`src/rtl/core/trwu_pkg.sv`:
```
// ----------------------------------------------------------------------------
// trwu_pkg
// Shared types and constants of the tracker readout word unpacker.
// ----------------------------------------------------------------------------
package trwu_pkg;

  // Word that opens every readout block
  localparam logic [31:0] HEADER_WORD = 32'h0000_0200;
  localparam logic [31:0] FILL_WORD   = 32'hFFFF_FFFF;

  // Type bits 31:30 of the first word of a pair
  localparam logic [1:0] TYPE_HIT  = 2'b11;
  localparam logic [1:0] TYPE_INFO = 2'b10;

  // Info codes, bits 23:20 of the first info word
  localparam logic [3:0] INFO_LOCAL_MIDDLE_A = 4'd4;
  localparam logic [3:0] INFO_LOCAL_MIDDLE_B = 4'd7;
  localparam logic [3:0] INFO_LOCAL_UPPER_A  = 4'd5;
  localparam logic [3:0] INFO_LOCAL_UPPER_B  = 4'd8;
  localparam logic [3:0] INFO_EXT_MIDDLE     = 4'd14;
  localparam logic [3:0] INFO_EXT_UPPER      = 4'd15;

  localparam logic [15:0] HIT_COUNT_MAX = 16'hFFFF;

  // Number of reference timestamp word slots, loaded one-hot
  localparam int unsigned REF_WORDS = 4;

  // Block parser phase, one-hot
  typedef enum logic [8:0] {
    PH_HEADER = 9'b0_0000_0001,
    PH_REF1   = 9'b0_0000_0010,
    PH_REF2   = 9'b0_0000_0100,
    PH_REF3   = 9'b0_0000_1000,
    PH_REF4   = 9'b0_0001_0000,
    PH_PAIR   = 9'b0_0010_0000,
    PH_HIT2   = 9'b0_0100_0000,
    PH_INFO2  = 9'b0_1000_0000,
    PH_SKIP   = 9'b1_0000_0000
  } phase_t;

  // Timestamp register controls from the parser
  typedef struct packed {
    logic                 block_start;
    logic [REF_WORDS-1:0] ref_load;
    logic                 info_load;
  } stamp_ctrl_t;

endpackage

```
`src/rtl/core/trwu_stamp.sv`:
```
// ----------------------------------------------------------------------------
// trwu_stamp
// Timestamp state: reference stamp, local and external high parts, external
// low bits and the latest info word. Builds the 64-bit hit and external times.
// ----------------------------------------------------------------------------
module trwu_stamp (
  input  logic                 clk,
  input  logic                 rst,
  input  trwu_pkg::stamp_ctrl_t ctrl,
  input  logic [31:0]          word,
  input  logic [29:0]          pending,
  output logic [63:0]          reference_stamp,
  output logic [63:0]          hit_time,
  output logic [63:0]          external_time,
  output logic [23:0]          last_info
);

  logic [15:0] local_high_upper;
  logic [19:0] local_high_middle;
  logic [15:0] external_high_upper;
  logic [19:0] external_high_middle;
  logic [27:0] external_low;
  logic [3:0]  info_sel;
  logic [19:0] info_data;

  assign info_sel  = pending[23:20];
  assign info_data = pending[19:0];

  // Load reference slots, clear at block start
  always_ff @(posedge clk) begin
    if (rst) begin
      reference_stamp <= '0;
    end else if (ctrl.block_start) begin
      reference_stamp <= '0;
    end else begin
      for (int i = 0; i < trwu_pkg::REF_WORDS; i++) begin
        if (ctrl.ref_load[i]) begin
          reference_stamp[i*16 +: 16] <= word[15:0];
        end
      end
    end
  end

  // Update high parts, external low bits and the latest info word from info pairs; clear the high parts at block start
  always_ff @(posedge clk) begin
    if (rst) begin
      local_high_upper     <= '0;
      local_high_middle    <= '0;
      external_high_upper  <= '0;
      external_high_middle <= '0;
      external_low         <= '0;
      last_info            <= '0;
    end else if (ctrl.block_start) begin
      local_high_upper     <= '0;
      local_high_middle    <= '0;
      external_high_upper  <= '0;
      external_high_middle <= '0;
    end else if (ctrl.info_load) begin
      case (info_sel)
        trwu_pkg::INFO_LOCAL_MIDDLE_A,
        trwu_pkg::INFO_LOCAL_MIDDLE_B: begin
          local_high_middle <= info_data;
        end
        trwu_pkg::INFO_LOCAL_UPPER_A,
        trwu_pkg::INFO_LOCAL_UPPER_B: begin
          local_high_upper <= info_data[15:0];
        end
        trwu_pkg::INFO_EXT_MIDDLE: begin
          external_high_middle <= info_data;
        end
        trwu_pkg::INFO_EXT_UPPER: begin
          external_high_upper <= info_data[15:0];
        end
        default: begin
        end
      endcase
      external_low <= word[27:0];
      last_info    <= {info_sel, info_data};
    end
  end

  // Join high parts with low bits
  assign hit_time      = {local_high_upper, local_high_middle, word[27:0]};
  assign external_time = {external_high_upper, external_high_middle, external_low};

endmodule

```
`src/rtl/core/tracker_readout_word_unpacker_unit.sv`:
```
// ----------------------------------------------------------------------------
// tracker_readout_word_unpacker_unit
// Parses readout blocks word by word and emits one result per hit pair.
// ----------------------------------------------------------------------------
// Usage:
//   Input channel (word_valid / word_stall) carries one 32-bit readout word
//   and block_end, which marks the last word of a block. A block opens with
//   the header word, then four reference timestamp words, then word pairs.
//   Output channel (hit_valid / hit_stall) carries one hit record per hit
//   pair: decoded hit fields, reference time, 64-bit hit time, external
//   time, the latest info word and the running hit number.
//   Throughput: one word per cycle. Each word is parsed by one pass of
//   logic straight into the state and result registers.
//   A hit record is valid in the cycle after its second word is accepted.
//   Stall: the result register holds a record until taken; while a record
//   waits under hit_stall, word_stall is raised and no word is taken.
//   Reset (rst, synchronous): the parser waits for a header, all timestamp
//   parts, the info word and the hit counter clear, no record is valid.
//   A word that is not the header at block start makes the block skipped
//   up to its block_end word.
// ----------------------------------------------------------------------------
module tracker_readout_word_unpacker_unit (
  input  logic        clk,
  input  logic        rst,
  // word requests
  input  logic        word_valid,
  output logic        word_stall,
  input  logic [31:0] word,
  input  logic        block_end,
  // hit records
  output logic        hit_valid,
  input  logic        hit_stall,
  output logic [63:0] reference_time,
  output logic        hit_flag,
  output logic [4:0]  module_number,
  output logic        sensor_side,
  output logic [3:0]  chip_number,
  output logic [6:0]  strip_number,
  output logic [11:0] adc_value,
  output logic [63:0] hit_time,
  output logic [63:0] external_time,
  output logic [19:0] info_value,
  output logic [3:0]  info_kind,
  output logic [15:0] hit_number
);

  trwu_pkg::phase_t      phase;
  trwu_pkg::phase_t      phase_next;
  trwu_pkg::stamp_ctrl_t stamp_ctrl;
  logic [29:0]           pending;
  logic [15:0]           hit_count;
  logic                  word_accept;
  logic                  pair_start;
  logic                  hit_done;
  logic [63:0]           stamp_reference;
  logic [63:0]           stamp_hit_time;
  logic [63:0]           stamp_external_time;
  logic [23:0]           stamp_last_info;

  assign word_stall  = hit_valid && hit_stall;
  assign word_accept = word_valid && !word_stall;
  assign pair_start  = (phase == trwu_pkg::PH_PAIR) && (word != trwu_pkg::FILL_WORD)
                       && ((word[31:30] == trwu_pkg::TYPE_HIT)
                           || (word[31:30] == trwu_pkg::TYPE_INFO));
  assign hit_done    = word_accept && (phase == trwu_pkg::PH_HIT2);

  // Work out the next phase and timestamp controls
  always_comb begin
    phase_next = phase;
    stamp_ctrl = '0;
    case (phase)
      trwu_pkg::PH_HEADER: begin
        if (word == trwu_pkg::HEADER_WORD) begin
          phase_next             = trwu_pkg::PH_REF1;
          stamp_ctrl.block_start = 1'b1;
        end else begin
          phase_next = trwu_pkg::PH_SKIP;
        end
      end
      trwu_pkg::PH_REF1: begin
        phase_next             = trwu_pkg::PH_REF2;
        stamp_ctrl.ref_load[0] = 1'b1;
      end
      trwu_pkg::PH_REF2: begin
        phase_next             = trwu_pkg::PH_REF3;
        stamp_ctrl.ref_load[1] = 1'b1;
      end
      trwu_pkg::PH_REF3: begin
        phase_next             = trwu_pkg::PH_REF4;
        stamp_ctrl.ref_load[2] = 1'b1;
      end
      trwu_pkg::PH_REF4: begin
        phase_next             = trwu_pkg::PH_PAIR;
        stamp_ctrl.ref_load[3] = 1'b1;
      end
      trwu_pkg::PH_PAIR: begin
        if (pair_start) begin
          phase_next = (word[31:30] == trwu_pkg::TYPE_HIT) ? trwu_pkg::PH_HIT2
                                                           : trwu_pkg::PH_INFO2;
        end
      end
      trwu_pkg::PH_HIT2: begin
        phase_next = trwu_pkg::PH_PAIR;
      end
      trwu_pkg::PH_INFO2: begin
        phase_next           = trwu_pkg::PH_PAIR;
        stamp_ctrl.info_load = 1'b1;
      end
      default: begin
        phase_next = trwu_pkg::PH_SKIP;
      end
    endcase
    if (block_end) begin
      phase_next = trwu_pkg::PH_HEADER;
    end
    if (!word_accept) begin
      phase_next = phase;
      stamp_ctrl = '0;
    end
  end

  trwu_stamp u_stamp (
    .clk             (clk),
    .rst             (rst),
    .ctrl            (stamp_ctrl),
    .word            (word),
    .pending         (pending),
    .reference_stamp (stamp_reference),
    .hit_time        (stamp_hit_time),
    .external_time   (stamp_external_time),
    .last_info       (stamp_last_info)
  );

  // Advance the parser phase
  always_ff @(posedge clk) begin
    if (rst) begin
      phase <= trwu_pkg::PH_HEADER;
    end else begin
      phase <= phase_next;
    end
  end

  // Hold the first word of a pair
  always_ff @(posedge clk) begin
    if (rst) begin
      pending <= '0;
    end else if (word_accept && pair_start) begin
      pending <= word[29:0];
    end
  end

  // Count hits, saturating
  always_ff @(posedge clk) begin
    if (rst) begin
      hit_count <= '0;
    end else if (hit_done && (hit_count != trwu_pkg::HIT_COUNT_MAX)) begin
      hit_count <= hit_count + 16'd1;
    end
  end

  // Result register valid: load on a finished hit, drop when taken
  always_ff @(posedge clk) begin
    if (rst) begin
      hit_valid <= 1'b0;
    end else if (hit_done) begin
      hit_valid <= 1'b1;
    end else if (!hit_stall) begin
      hit_valid <= 1'b0;
    end
  end

  // Result register payload
  always_ff @(posedge clk) begin
    if (hit_done) begin
      reference_time <= stamp_reference;
      hit_flag       <= pending[29];
      module_number  <= pending[28:24];
      sensor_side    <= pending[23];
      chip_number    <= pending[22:19];
      strip_number   <= pending[18:12];
      adc_value      <= pending[11:0];
      hit_time       <= stamp_hit_time;
      external_time  <= stamp_external_time;
      info_value     <= stamp_last_info[19:0];
      info_kind      <= stamp_last_info[23:20];
      hit_number     <= hit_count;
    end
  end

  // A new record only follows the second word of a hit pair
  a_record_from_hit_pair: assert property (@(posedge clk) disable iff (rst)
    $rose(hit_valid) |-> $past(word_accept && (phase == trwu_pkg::PH_HIT2)))
    else $error("hit record without a hit pair");

  // The last word of a block always returns the parser to the header
  a_block_end_header: assert property (@(posedge clk) disable iff (rst)
    (word_accept && block_end) |=> (phase == trwu_pkg::PH_HEADER))
    else $error("block end did not return to header");

  // Each hit below saturation bumps the counter by one
  a_hit_count_step: assert property (@(posedge clk) disable iff (rst)
    (hit_done && (hit_count != trwu_pkg::HIT_COUNT_MAX))
      |=> (hit_count == $past(hit_count) + 16'd1))
    else $error("hit counter did not advance");

  // A loaded record carries the count seen at its second word
  a_record_number: assert property (@(posedge clk) disable iff (rst)
    hit_done |=> (hit_valid && (hit_number == $past(hit_count))))
    else $error("hit record number mismatch");

  // A wrong header sends the block to skip
  a_bad_header_skip: assert property (@(posedge clk) disable iff (rst)
    (word_accept && !block_end && (phase == trwu_pkg::PH_HEADER)
      && (word != trwu_pkg::HEADER_WORD)) |=> (phase == trwu_pkg::PH_SKIP))
    else $error("bad header not skipped");

endmodule

```
`config.mk`:
```
export PLATFORM = sky130hd
export DESIGN_NAME = tracker_readout_word_unpacker_unit
export DESIGN_NICKNAME = d
export VERILOG_FILES = /design/src/rtl/core/trwu_pkg.sv /design/src/rtl/core/trwu_stamp.sv /design/src/rtl/core/tracker_readout_word_unpacker_unit.sv
export SDC_FILE = /design/constraint.sdc
export NUM_CORES = 1
export LEC_CHECK = 0
export ABC_CLOCK_PERIOD_IN_PS = 9500
export BUFFER_PORTS_ARGS = -buffer_cell sky130_fd_sc_hd__buf_2
export CORE_MARGIN = 2
export CORE_UTILIZATION = 45
export CTS_BUF_LIST = sky130_fd_sc_hd__clkbuf_4 sky130_fd_sc_hd__clkbuf_8
export DETAILED_ROUTE_END_ITERATION = 8
export GPL_TIMING_DRIVEN = 0
export PLACE_DENSITY = 0.63
export SLEW_MARGIN = 0
export SYNTH_ARGS = -nofsm -noshare
export SYNTH_HDL_FRONTEND = slang
export SYNTH_HIERARCHICAL = 1
export SYNTH_SLANG_ARGS = --single-unit
```
`constraint.sdc`:
```
create_clock -name clk -period 9.5 [get_ports clk]
set_input_delay 0 -clock clk [delete_from_list [all_inputs] [get_ports clk]]
set_output_delay 0 -clock clk [all_outputs]
set_load 0.05 [all_outputs]
```
==> results.env <==
SYNTH_SIMPLE_GATE_AREA_SHARE_PCT=10.8
HPWLAFTERDP_UM=29700
HTREEDEPTH=3
OUTCOME='complete, no violations'
DESIGN.PORTCOUNT=301
NUMBER_OF_BUFFERS_AND_INVERTERS_ON_THE_CRITICAL_PATH=4
YOSYSTOPAREACELLSHARE_PCT=44.8
GRT_PASS1_VIAS=11700
SYNTH_SEQ_AREA_SHARE_PCT=72.6
ROUTE.DETAILED.VIAS_PER_INST=5.08
SETUP_TOTAL_NEGATIVE_SLACK_NS=0
SYNTH.LARGEST_AREA_CELL='sky130_fd_sc_hd__edfxtp_1'
HOLD_CLASS='primary input to flip-flop'
ASYNC_RESET_FF_SHARE_PCT=0
VIA_COUNT=12000
SETUP_VIOL=0
AREA.SEQUENTIAL_SQ_UM=12800
CPPEAKSTAGEDELAY_NS=1.09
ANTENNA_VIOLATING_NETS_POST_ROUTE=0
YOSYSUNIQUECELLTYPES=59
GR-USAGE-ALL-LAYERS_PCT=22.0
PLACED_AREA_SQ_UM=19800
TIMING.FINAL.HOLD_VIOLATIONS=0
AREAGROWTHSYNTHTOFINISH_PCT=25.1
GLOBALROUTEMET2UTIL_PCT=35.8
PRECTSSETUPSLACK_NS=5.29
SYNTH_FF_TYPE='sky130_fd_sc_hd__edfxtp_1'
SYNTH_AREA_SQ_UM=17600
PERIOD_SHARE_PCT=43.9
TIMING.RR.END='u_stamp/reference_stamp[33]$_SDFFE_PP0P_'
NFILLCELLS=3304
MULTI_INPUT_AREA_SQ_UM=4230
ROUTED_WIRELENGTH_UM=45100
CP-END-KIND='flip-flop'
WORSTHOLDENDPOINT='u_stamp/external_low[22]$_SDFFE_PP0P_'
RSZ0062_AT_GRT='false'
CORE_AREA_SQ_UM=38600
P_PER_AREA_nW_PER_UM2=197
MIN_PATH_CELLS=4
CLK_PIN_SLEW_NS=0.06
GLOBALROUTEOVERFLOWTOTAL=0
NUMBER_OF_DETAILED_ROUTE_ITERATIONS_IN_THE_FIRST_PASS=6
REG2REGPATHDEPTH=10
FIRST_ITER_VIOLATIONS=939
ROOT_BUFFER='sky130_fd_sc_hd__clkbuf_8'
STDCELL_AREA_SQ_UM=22000
YOSYS.AREA_SHARE.XOR_XNOR_PCT=0.399
INSERTION_DELAY_NS=0.63
MAX-SLEW-MARGIN-REL_PCT=14.0
FINAL_LAYOUT_SIZE_SUFFIX_GT1_SHARE_PCT=27.5
GRT_ANTENNA_BEFORE_REPAIR=0
GRT_FIRST_PASS_WIRELENGTH_UM=68000
SYNTH_CELLS=1353
MULTIPLEXER_AREA_FRACTION_AFTER_SYNTHESIS_PCT=6.27
SYNTH_SEQ_CELLS=506
TOP_USAGE_LAYER='met2'
SLEW_VIOL_FINAL=0
DRC=0
INITIAL_CORE_UTIL_PCT=45.5
GRT_START_MAX_NET_PINS=68
PATH_CELLS='or2_2 > or3_1 > clkbuf_1 > inv_1 > nand2_1 > nor4_1 > or2_1 > clkbuf_1 > clkbuf_1 > nor2_1'
FIN_CRIT_NS=4.17
MAXCAPVIOLATIONS=0
DIE_W_UM=202
CRIT_FAMILY='simple AND/OR/NAND/NOR gates'
POWER.STATIC_LEAKAGE_nW=8.73
SETUP.REG_TO_REG.WORST_SLACK_NS=5.33
CRIT_PATH_START_KIND='flip-flop'
SYNTHADDERAREAFRAC_PCT=0.0713
SYNTH_COMPOUND_GATE_AREA_SHARE_PCT=6.56
TRITONCTS='done'
SYN_NETS=1391
GP_CONGESTION=0.825
SYNTH_TOP_FAMILY_BY_AREA='simple AND/OR/NAND/NOR gates'
POST_CTS_SETUP_REPAIR_BUFS=0
GLOBAL_ROUTE.USAGE.MET3_PCT=4.96
FRACTION_OF_MET1_TRACKS_USED_BY_GLOBAL_ROUTING_PCT=28.5
ROUTE.DETAILED.WL_PER_INST_UM=19.1
CTS_BUFFERS=81
FLOORPLAN.DIE.HEIGHT_UM=202
CLOCK_SKEW_NS=0.0260
WORSTPATHREQUIRED_NS=9.98
ANTENNADIODECOUNT=0
IO_BUFFERS=299
CTS_NUM_SINKS=506
TOTAL_DIE_AREA_SQ_UM=40600
POSTCTSHOLDBUFS=40
TIMING_WORST_SETUP_PATH_TYPE='flip-flop to flip-flop'
REGTOREGSTARTPOINT='phase[4]$_SDFFE_PP0P_'
CP_COMMON_CELL='sky130_fd_sc_hd__clkbuf_1'
NNETSFINAL=1817
CP_MAX_FO=10
MAX-CLOCK-PATH-BUFFERS=3
VDD_IR_DROP_MAX_V=0.000159
CRIT_SLOWEST_CELL='sky130_fd_sc_hd__nor4_1'
SYNTH_EDF_COUNT=262
POSTSYNTHAREAPERCELL_SQ_UM=13.0
SETUP_WS_NS=5.33
FMAXACHIEVABLE_MHz=240
YOSYS-TOP-CELLS-AREA='sky130_fd_sc_hd__edfxtp_1 (45%), sky130_fd_sc_hd__dfxtp_1 (28%), sky130_fd_sc_hd__mux2i_1 (6.3%)'
CORE.ROWCOUNT=72
TIGHTEST_SLEW_NS=1.28
HOLD_PATH_STARTPOINT='word[22]'
TIMING.CRITICAL_PATH.ARRIVAL_NS=4.65
YS_WARN_COUNT=6
CTS_REPAIR_RESIZE_COUNT=0
-- routing by layer --
layer,routed length [um],up-vias
li1,-,5707
met1,19300,5781
met2,21600,427
met3,2990,70
met4,1190,0
met5,0,-
-- synth_stat cells (all sizes together) (3+ instances only) --
cell and count:
dfxtp 244, nor3 3, clkbuf 53, buf 53
and4 4, inv 4, nand2 142, a211oi 3
or3 11, and3 3, a21oi 127, nand3 70
nor4 11, o21ai 67, or2 3, nand3b 7
xor2 6, nand2b 3, nor2b 3, o2111ai 3
edfxtp 262, nand4 18, nor4b 6, mux2i 110
nor2 110
-- registers in the layout (all words and copies together), names as in the netlist, 20 cells and up --
signal,count
external_time,64
hit_time,64
reference_time,64
u_stamp/reference_stamp,64
pending,30
u_stamp/external_low,28
u_stamp/last_info,24
info_value,20
u_stamp/external_high_middle,20
u_stamp/local_high_middle,20
-- final cells by class --
type | instances | share of cell area, %
sequential | 506 | 58.1
multi-input combinational | 736 | 19.2
timing repair buffer | 343 | 9.14
clock buffer | 127 | 7.02
tap | 518 | 2.95
buffer | 106 | 2.55
clock inverter | 20 | 0.912
inverter | 5 | 0.0855
-- layout by cell type, fill, tap and decap left out, types with 32 or more instances in the layout --
cell                            instances
sky130_fd_sc_hd__nand3_1               70
sky130_fd_sc_hd__a21oi_1              126
sky130_fd_sc_hd__clkbuf_4              33
sky130_fd_sc_hd__buf_2                313
sky130_fd_sc_hd__buf_4                 32
sky130_fd_sc_hd__edfxtp_1             262
sky130_fd_sc_hd__clkbuf_1              53
sky130_fd_sc_hd__clkbuf_8              94
sky130_fd_sc_hd__nor2_1               110
sky130_fd_sc_hd__dfxtp_1              244
sky130_fd_sc_hd__nand2_1              142
sky130_fd_sc_hd__o21ai_0               67
sky130_fd_sc_hd__dlygate4sd3_1         40
sky130_fd_sc_hd__mux2i_1              110
-- cells by family (layout without fill, tap and decap cells) --
logic type | count (synthesis) | after routing
flops | 506 | 506
simple gates | 404 | 404
compound gates | 213 | 213
buf+inv | 111 | 601
mux | 110 | 110
xor+xnor | 8 | 8
fa+ha+maj | 1 | 1
-- worst register-to-register path: cells and delay by family, from the launching register on --
| family | cells | cell delay (ns) |
|---|---|---|
| AND/OR/NAND/NOR | 6 | 2.23 |
| buffers and inverters | 4 | 1.44 |
| flip-flops | 1 | 0.36 |
-- worst max path at each step --
stage	slack, ns	startpoint	endpoint	depth (start not counted)
finish	5.33	phase[4]$_SDFFE_PP0P_	u_stamp/reference_stamp[33]$_SDFFE_PP0P_	10
global route	4.95	phase[4]$_SDFFE_PP0P_	u_stamp/reference_stamp[48]$_SDFFE_PP0P_	10
CTS	5.29	phase[4]$_SDFFE_PP0P_	u_stamp/reference_stamp[15]$_SDFFE_PP0P_	10
detailed placement	5.29	phase[4]$_SDFFE_PP0P_	u_stamp/reference_stamp[15]$_SDFFE_PP0P_	10
global placement	-1.28	phase[0]$_SDFFE_PP1P_	info_value[5]$_DFFE_PP_	3
floorplan	1.59	phase[0]$_SDFFE_PP1P_	adc_value[0]$_DFFE_PP_	3
-- metrics by stage --
step / utilization (%) / total power [mW] / std cells / hold WS [ns]
final: 56.9 / 4.33 / 2361 / 0.220
after CTS: 56.9 / 4.38 / 2361 / 0.169
after global placement: 51.1 / 2.40 / 2170 / 0.280
after detailed placement: 51.4 / 2.40 / 2174 / 0.290
after floorplan: - / 2.36 / 1353 / 0.101
after global routing: 56.9 / 4.48 / 2361 / 0.200
-- report_power, final --
part / switching, mW / internal [mW]
Combinational: 0.0551 / 0.0305
Clock: 0.827 / 1.14
Sequential: 0.000963 / 2.28
Total: 0.883 / 3.45
Note: power is estimated with default switching activity, not from simulation.
